`config.mk`:
```
export PLATFORM = sky130hd
export DESIGN_NAME = hpdt_ctrl
export DESIGN_NICKNAME = d
export VERILOG_FILES = /design/src/hdl/hpdt_pkg.sv /design/src/hdl/hpdt_ctrl.sv
export SDC_FILE = /design/constraint.sdc
export NUM_CORES = 1
export LEC_CHECK = 0
export BUFFER_PORTS_ARGS = -buffer_cell sky130_fd_sc_hd__buf_2
export CORE_MARGIN = 2
export CORE_UTILIZATION = 40
export DETAILED_ROUTE_END_ITERATION = 8
export HOLD_SLACK_MARGIN = 0.08
export SKIP_LAST_GASP = 1
export SYNTH_ARGS = -nofsm -noshare
export SYNTH_HDL_FRONTEND = slang
export SYNTH_SLANG_ARGS = --single-unit
```
`constraint.sdc`:
```
create_clock -name clk -period 2.7 [get_ports clk]
set_input_delay 0.54 -clock clk [delete_from_list [all_inputs] [get_ports clk]]
set_output_delay 0.54 -clock clk [all_outputs]
set_load 0.05 [all_outputs]
```
`src/hdl/hpdt_pkg.sv`:
```
// Package for the HPACK header table: constants, command types and the static table ROM.
package hpdt_pkg;

  localparam int RING_BYTES     = 4096;
  localparam int STATIC_ENTRIES = 61;
  localparam int AW             = $clog2(RING_BYTES);
  localparam int ENTRY_OVERHEAD = 32;
  localparam int INITIAL_MAX    = 4096;
  localparam int DIV_W          = 18;
  localparam int ROM_CHARS      = 28;
  localparam int TXT_W          = ROM_CHARS * 8;

  localparam logic [2:0] REQ_SIZE      = 3'd0;
  localparam logic [2:0] REQ_INS_BEGIN = 3'd1;
  localparam logic [2:0] REQ_INS_BYTE  = 3'd2;
  localparam logic [2:0] REQ_LOOKUP    = 3'd3;
  localparam logic [2:0] REQ_READ      = 3'd4;

  localparam logic CFG_TABLE_LIMIT = 1'b0;
  localparam logic CFG_FIELD_CAP   = 1'b1;

  typedef struct packed {
    logic idle;
    logic latch;
    logic disp;
    logic shr_drop;
    logic hdr_step;
    logic hdr_next;
    logic mod_drop;
    logic mod_walk;
    logic ipos_start;
    logic ipos_set;
    logic ihdr_step;
    logic lk_chk;
  } cmd_t;

  typedef struct packed {
    logic disp_shrink;
    logic disp_walk;
    logic disp_lkchk;
    logic shr_need;
    logic shr_ins;
    logic hdr_done;
    logic hdr_final;
    logic mod_done;
    logic ihdr_done;
    logic is_lookup;
  } sts_t;

  typedef struct packed {
    logic [4:0]       nlen;
    logic [3:0]       vlen;
    logic [TXT_W-1:0] text;
  } rom_t;

  function automatic rom_t rom_entry(input logic [5:0] slot);
    rom_t r;
    r = '0;
    unique case (slot)
      6'd0:  r = '{5'd10, 4'd0,  TXT_W'(":authority")};
      6'd1:  r = '{5'd7,  4'd3,  TXT_W'(":methodGET")};
      6'd2:  r = '{5'd7,  4'd4,  TXT_W'(":methodPOST")};
      6'd3:  r = '{5'd5,  4'd1,  TXT_W'(":path/")};
      6'd4:  r = '{5'd5,  4'd11, TXT_W'(":path/index.html")};
      6'd5:  r = '{5'd7,  4'd4,  TXT_W'(":schemehttp")};
      6'd6:  r = '{5'd7,  4'd5,  TXT_W'(":schemehttps")};
      6'd7:  r = '{5'd7,  4'd3,  TXT_W'(":status200")};
      6'd8:  r = '{5'd7,  4'd3,  TXT_W'(":status204")};
      6'd9:  r = '{5'd7,  4'd3,  TXT_W'(":status206")};
      6'd10: r = '{5'd7,  4'd3,  TXT_W'(":status304")};
      6'd11: r = '{5'd7,  4'd3,  TXT_W'(":status400")};
      6'd12: r = '{5'd7,  4'd3,  TXT_W'(":status404")};
      6'd13: r = '{5'd7,  4'd3,  TXT_W'(":status500")};
      6'd14: r = '{5'd14, 4'd0,  TXT_W'("accept-charset")};
      6'd15: r = '{5'd15, 4'd13, TXT_W'("accept-encodinggzip, deflate")};
      6'd16: r = '{5'd15, 4'd0,  TXT_W'("accept-language")};
      6'd17: r = '{5'd13, 4'd0,  TXT_W'("accept-ranges")};
      6'd18: r = '{5'd6,  4'd0,  TXT_W'("accept")};
      6'd19: r = '{5'd27, 4'd0,  TXT_W'("access-control-allow-origin")};
      6'd20: r = '{5'd3,  4'd0,  TXT_W'("age")};
      6'd21: r = '{5'd5,  4'd0,  TXT_W'("allow")};
      6'd22: r = '{5'd13, 4'd0,  TXT_W'("authorization")};
      6'd23: r = '{5'd13, 4'd0,  TXT_W'("cache-control")};
      6'd24: r = '{5'd19, 4'd0,  TXT_W'("content-disposition")};
      6'd25: r = '{5'd16, 4'd0,  TXT_W'("content-encoding")};
      6'd26: r = '{5'd16, 4'd0,  TXT_W'("content-language")};
      6'd27: r = '{5'd14, 4'd0,  TXT_W'("content-length")};
      6'd28: r = '{5'd16, 4'd0,  TXT_W'("content-location")};
      6'd29: r = '{5'd13, 4'd0,  TXT_W'("content-range")};
      6'd30: r = '{5'd12, 4'd0,  TXT_W'("content-type")};
      6'd31: r = '{5'd6,  4'd0,  TXT_W'("cookie")};
      6'd32: r = '{5'd4,  4'd0,  TXT_W'("date")};
      6'd33: r = '{5'd4,  4'd0,  TXT_W'("etag")};
      6'd34: r = '{5'd6,  4'd0,  TXT_W'("expect")};
      6'd35: r = '{5'd7,  4'd0,  TXT_W'("expires")};
      6'd36: r = '{5'd4,  4'd0,  TXT_W'("from")};
      6'd37: r = '{5'd4,  4'd0,  TXT_W'("host")};
      6'd38: r = '{5'd8,  4'd0,  TXT_W'("if-match")};
      6'd39: r = '{5'd17, 4'd0,  TXT_W'("if-modified-since")};
      6'd40: r = '{5'd13, 4'd0,  TXT_W'("if-none-match")};
      6'd41: r = '{5'd8,  4'd0,  TXT_W'("if-range")};
      6'd42: r = '{5'd19, 4'd0,  TXT_W'("if-unmodified-since")};
      6'd43: r = '{5'd13, 4'd0,  TXT_W'("last-modified")};
      6'd44: r = '{5'd4,  4'd0,  TXT_W'("link")};
      6'd45: r = '{5'd8,  4'd0,  TXT_W'("location")};
      6'd46: r = '{5'd12, 4'd0,  TXT_W'("max-forwards")};
      6'd47: r = '{5'd18, 4'd0,  TXT_W'("proxy-authenticate")};
      6'd48: r = '{5'd19, 4'd0,  TXT_W'("proxy-authorization")};
      6'd49: r = '{5'd5,  4'd0,  TXT_W'("range")};
      6'd50: r = '{5'd7,  4'd0,  TXT_W'("referer")};
      6'd51: r = '{5'd7,  4'd0,  TXT_W'("refresh")};
      6'd52: r = '{5'd11, 4'd0,  TXT_W'("retry-after")};
      6'd53: r = '{5'd6,  4'd0,  TXT_W'("server")};
      6'd54: r = '{5'd10, 4'd0,  TXT_W'("set-cookie")};
      6'd55: r = '{5'd25, 4'd0,  TXT_W'("strict-transport-security")};
      6'd56: r = '{5'd17, 4'd0,  TXT_W'("transfer-encoding")};
      6'd57: r = '{5'd10, 4'd0,  TXT_W'("user-agent")};
      6'd58: r = '{5'd4,  4'd0,  TXT_W'("vary")};
      6'd59: r = '{5'd3,  4'd0,  TXT_W'("via")};
      6'd60: r = '{5'd16, 4'd0,  TXT_W'("www-authenticate")};
      default: r = '0;
    endcase
    return r;
  endfunction

  function automatic logic [7:0] rom_byte(input logic [5:0] slot, input logic [4:0] k);
    rom_t       r;
    logic [5:0] tot;
    logic [5:0] sh;
    r   = rom_entry(slot);
    tot = 6'(r.nlen) + 6'(r.vlen);
    sh  = tot - 6'd1 - 6'(k);
    return r.text[sh[4:0]*8 +: 8];
  endfunction

endpackage

```
`src/hdl/hpdt_ctrl.sv`:
```
// Controller state machine that sequences requests, evictions and table walks.
module hpdt_ctrl (
  input  logic           clk,
  input  logic           rst_n,
  input  logic           start,
  input  hpdt_pkg::sts_t sts,
  output hpdt_pkg::cmd_t cmd,
  output logic           busy,
  output logic           done
);

  typedef enum logic [10:0] {
    S_IDLE  = 11'b00000000001,
    S_DISP  = 11'b00000000010,
    S_SHR   = 11'b00000000100,
    S_HDR   = 11'b00000001000,
    S_HNXT  = 11'b00000010000,
    S_MOD   = 11'b00000100000,
    S_IPOS  = 11'b00001000000,
    S_IMOD  = 11'b00010000000,
    S_IHDR  = 11'b00100000000,
    S_LKCHK = 11'b01000000000,
    S_FIN   = 11'b10000000000
  } state_t;

  state_t state_r, state_nxt;

  always_comb begin
    state_nxt = state_r;
    cmd       = '0;
    unique case (state_r)
      S_IDLE: begin
        cmd.idle = 1'b1;
        if (start) begin
          cmd.latch = 1'b1;
          state_nxt = S_DISP;
        end
      end
      S_DISP: begin
        cmd.disp = 1'b1;
        priority if (sts.disp_shrink) state_nxt = S_SHR;
        else if (sts.disp_walk) state_nxt = S_HDR;
        else if (sts.disp_lkchk) state_nxt = S_LKCHK;
        else state_nxt = S_FIN;
      end
      S_SHR: begin
        priority if (sts.shr_need) begin
          cmd.shr_drop = 1'b1;
          state_nxt    = S_HDR;
        end else if (sts.shr_ins) begin
          state_nxt = S_IPOS;
        end else begin
          state_nxt = S_FIN;
        end
      end
      S_HDR: begin
        cmd.hdr_step = 1'b1;
        if (sts.hdr_done) state_nxt = S_HNXT;
      end
      S_HNXT: begin
        cmd.hdr_next = 1'b1;
        state_nxt    = sts.hdr_final ? S_LKCHK : S_MOD;
      end
      S_MOD: begin
        if (sts.mod_done) begin
          if (sts.is_lookup) begin
            cmd.mod_walk = 1'b1;
            state_nxt    = S_HDR;
          end else begin
            cmd.mod_drop = 1'b1;
            state_nxt    = S_SHR;
          end
        end
      end
      S_IPOS: begin
        cmd.ipos_start = 1'b1;
        state_nxt      = S_IMOD;
      end
      S_IMOD: begin
        if (sts.mod_done) begin
          cmd.ipos_set = 1'b1;
          state_nxt    = S_IHDR;
        end
      end
      S_IHDR: begin
        cmd.ihdr_step = 1'b1;
        if (sts.ihdr_done) state_nxt = S_FIN;
      end
      S_LKCHK: begin
        cmd.lk_chk = 1'b1;
        state_nxt  = S_FIN;
      end
      S_FIN: begin
        state_nxt = S_IDLE;
      end
      default: state_nxt = S_IDLE;
    endcase
  end

  always_ff @(posedge clk) begin
    if (!rst_n) begin
      state_r <= S_IDLE;
    end else begin
      state_r <= state_nxt;
    end
  end

  assign busy = (state_r != S_IDLE);
  assign done = (state_r == S_FIN);

  assert property (@(posedge clk) disable iff (!rst_n) done |=> !done)
    else $error("Result strobe lasted more than one cycle.");
  assert property (@(posedge clk) disable iff (!rst_n) (start && !busy) |=> busy && !done)
    else $error("Accepted request did not start work.");
  assert property (@(posedge clk) disable iff (!rst_n) done |-> busy)
    else $error("Result strobe while idle.");

endmodule

```
==> results.md <==
- Outcome: finished clean
- Crit-path max FO: 8
- Relative slew slack: 0.6405
- Synth Instances: around 120
- Routability congestion estimate: just over 0.8
- Share of layout cells above drive strength 1: 0.3562
- Clock transition at path regs: about 0.080 ns
- Synth cell types: 42
- Clk root buf: clkbuf_4
- Cell Int Power: between 0.3 and 0.4 mW
- Starting Density: 0.4317
- Final hold violations: 0
- Synth Net Count: 131
- WS Path Type: reg -> out
- Final setup fails: 0
- Site Rows: 17
- Flop pwr share: 0.310
- Port Buffers: 26
- Top_reg_cell synth: dfxtp_1
- Fin util: 0.5089
- Largest Register: state_r
- Arrival time worst endpoint: 2.11 ns
- Post-Route Setup TNS: 0 ns
- Sequential-to-total area share from yosys stat: 0.2262
- Largest net degree at the start of global routing: 13
- Syn avg cell area: ~8.2 um^2
- ANT nets after route: 0
- Critical path required time: ~2.2 ns
- Max FFs per register: 11
- DR vias: about 960
- Num CTS Buffers: 3
- Routed wire length: between 2 and 2.5 mm
- Skew-Pair Late Insertion Delay: 0.28 ns
- Final worst path period share: 0.9805
- FMAX: 377.7 MHz
- Sw power: approximately 0.32 mW
- Chip Width: around 53 um
- CP Capture Type: primary output
- Flops & latches, synth: 11
- Clock buffer depth: 2
- Worst Skew: 0.002523 ns
- Final min period: 2.647 ns
- Measured slew at the worst slew-check pin: approximately 0.53 ns
- Max-cap violations: 0
- Synth-to-layout area growth: 17.87%
- Fin nets: 160
- Initial antenna violation count: 0
- DRC: 0
- Number of global-route vias before repair: between 800 and 900
- Max-slew violations: 0
- Number of detailed-route iterations in the first pass: 4
- Die Y: about 53 um
- EDFF count, synth: 0
- Leak: approximately 0.50 nW
- Fillers: between 200 and 250
- Core Box Area: 2255 um^2
- RSZ-0062 raised after global routing: true
- Placed cell areas: between 1000 and 1500 um^2
- Antenna cell count: 0
- First-pass GRT wire length: 3.829 mm
- Comb power frac: 0.510
- Worst min path class: in -> reg
- CTS tree: yes
- DR WL/cell: approximately 13 um
- Synth Cell Area: 973.4 um^2
- HPWL after DPL: around 1.8 mm
- Clk pwr share: 0.180
- Setup crit start kind: flip-flop
- Htree depth: 1
- Clock sink count: 11
- PD cells: 589.4 nW/um^2
- Post-route design area: 1147 um^2
- Largest regs: state_r (11)
- Total grt overflow: 0
- Die Area: between 2000 and 3000 um^2
- Yosys warns: 0
- Num ports: 27
- Final Hold Slack: about 0.44 ns
- GR Util All Layers: 0.1874
- Sw frac: 0.4745
- VDD IR max: 363.3 uV
- Ys async rst share: 0
- Via density: 5.540
- Starting DRT DRC Count: 17
[final timing paths]
check	slack, ns	endpoint	startpoint	depth (start not counted)
worst min register to register	0.61	state_r[0]$_SDFFE_PN1P_	state_r[0]$_SDFFE_PN1P_	2
worst min-delay path	0.44	state_r[6]$_SDFFE_PN0P_	sts[6]	2
worst max register to register	0.87	state_r[3]$_SDFFE_PN0P_	state_r[2]$_SDFFE_PN0P_	4
worst max-delay path	0.05	cmd[4]	state_r[2]$_SDFFE_PN0P_	5
[cell usage after synthesis, types with 2 or more instances]
master    instances  area [um^2]
nor2b_1           3        18.77
nand2_1           6        22.52
o21ai_0           5        25.02
nor4b_1           2        17.52
or2_2             2        12.51
and4b_1           2        20.02
nand2b_1          6        37.54
xor2_1            3        26.28
a21oi_1           4        20.02
a22oi_1           2        15.01
nor4_4            3        63.81
inv_1             6        22.52
nor4_1            5        31.28
nor3b_1           2        15.01
buf_6             3        33.78
nor3_1            6        30.03
nand3_1           5        25.02
nand4_1           3        18.77
nor2_1           16        60.06
and2_1            2        12.51
dfxtp_1          11        220.2
[timing repair]
item,CTS,global route
endpoints found under the setup margin,0,7
setup buffers,0,2
hold buffers,0,0
resized for setup,0,15
[cell usage in the layout (no fill, tap or decap), types with 3 or more instances in the layout]
| cell | n |
|---|---|
| a21oi_1 | 4 |
| nand3_1 | 5 |
| nand2b_1 | 6 |
| nor2_1 | 16 |
| nand4_1 | 3 |
| nor4_1 | 5 |
| o21ai_0 | 5 |
| nor2b_1 | 3 |
| buf_2 | 21 |
| buf_4 | 7 |
| nor4_4 | 3 |
| xor2_1 | 3 |
| clkbuf_4 | 5 |
| nand2_1 | 6 |
| dfxtp_1 | 8 |
| inv_1 | 5 |
| nor3_1 | 5 |
[per-layer routing]
layer,up-vias,GRT usage,share of wire,routed length (um)
met1,441,0.2601,0.49,1134
met5,-,0,0,0
met4,0,0.05556,0.0073,17
li1,487,-,-,-
met2,32,0.2819,0.45,1037
met3,4,0.04520,0.058,134
[cell families (layout without fill, tap and decap cells)]
group,Yosys count,after routing,share of synthesized area
buf+inv,14,42,0.1285
compound gates,19,19,0.1350
xor+xnor,4,4,0.03600
simple gates,70,70,0.4743
flops,11,11,0.2262
[through the flow]
step	total power [mW]	cells	setup WS (ns)
after floorplan	0.4910	118	0.06016
after global placement	0.5454	168	0.3922
after detailed placement	0.5509	168	0.3355
after CTS	0.6736	172	0.01881
after global routing	0.7254	174	-0.09227
final	0.6763	174	0.05268
[cell type report]
cell class                 instances  area (um^2)  share of cell area
multi-input combinational         93        634.4              0.5529
sequential                        11        229.0              0.1996
timing repair buffer              32        195.2              0.1701
tap                               28        35.03             0.03053
inverter                           6        26.28             0.02290
clock buffer                       3        22.52             0.01963
clock inverter                     1        5.005            0.004362
[critical path, cell delays in order (launching register included)]
cell	delay [ns]
dfxtp_4	0.38
or4_4	0.57
nor4_4	0.35
nand4_1	0.18
nor2_1	0.18
buf_6	0.18
[power groups by stage]
stage | logic (mW) | registers, mW | clock network (mW)
final | 0.345 | 0.210 | 0.122
after global routing | 0.374 | 0.213 | 0.138
after CTS | 0.342 | 0.205 | 0.126
after detailed placement | 0.342 | 0.209 | 0
after global placement | 0.338 | 0.207 | 0
after floorplan | 0.302 | 0.189 | 0
No activity file was read; power rests on OpenSTA's default activity.
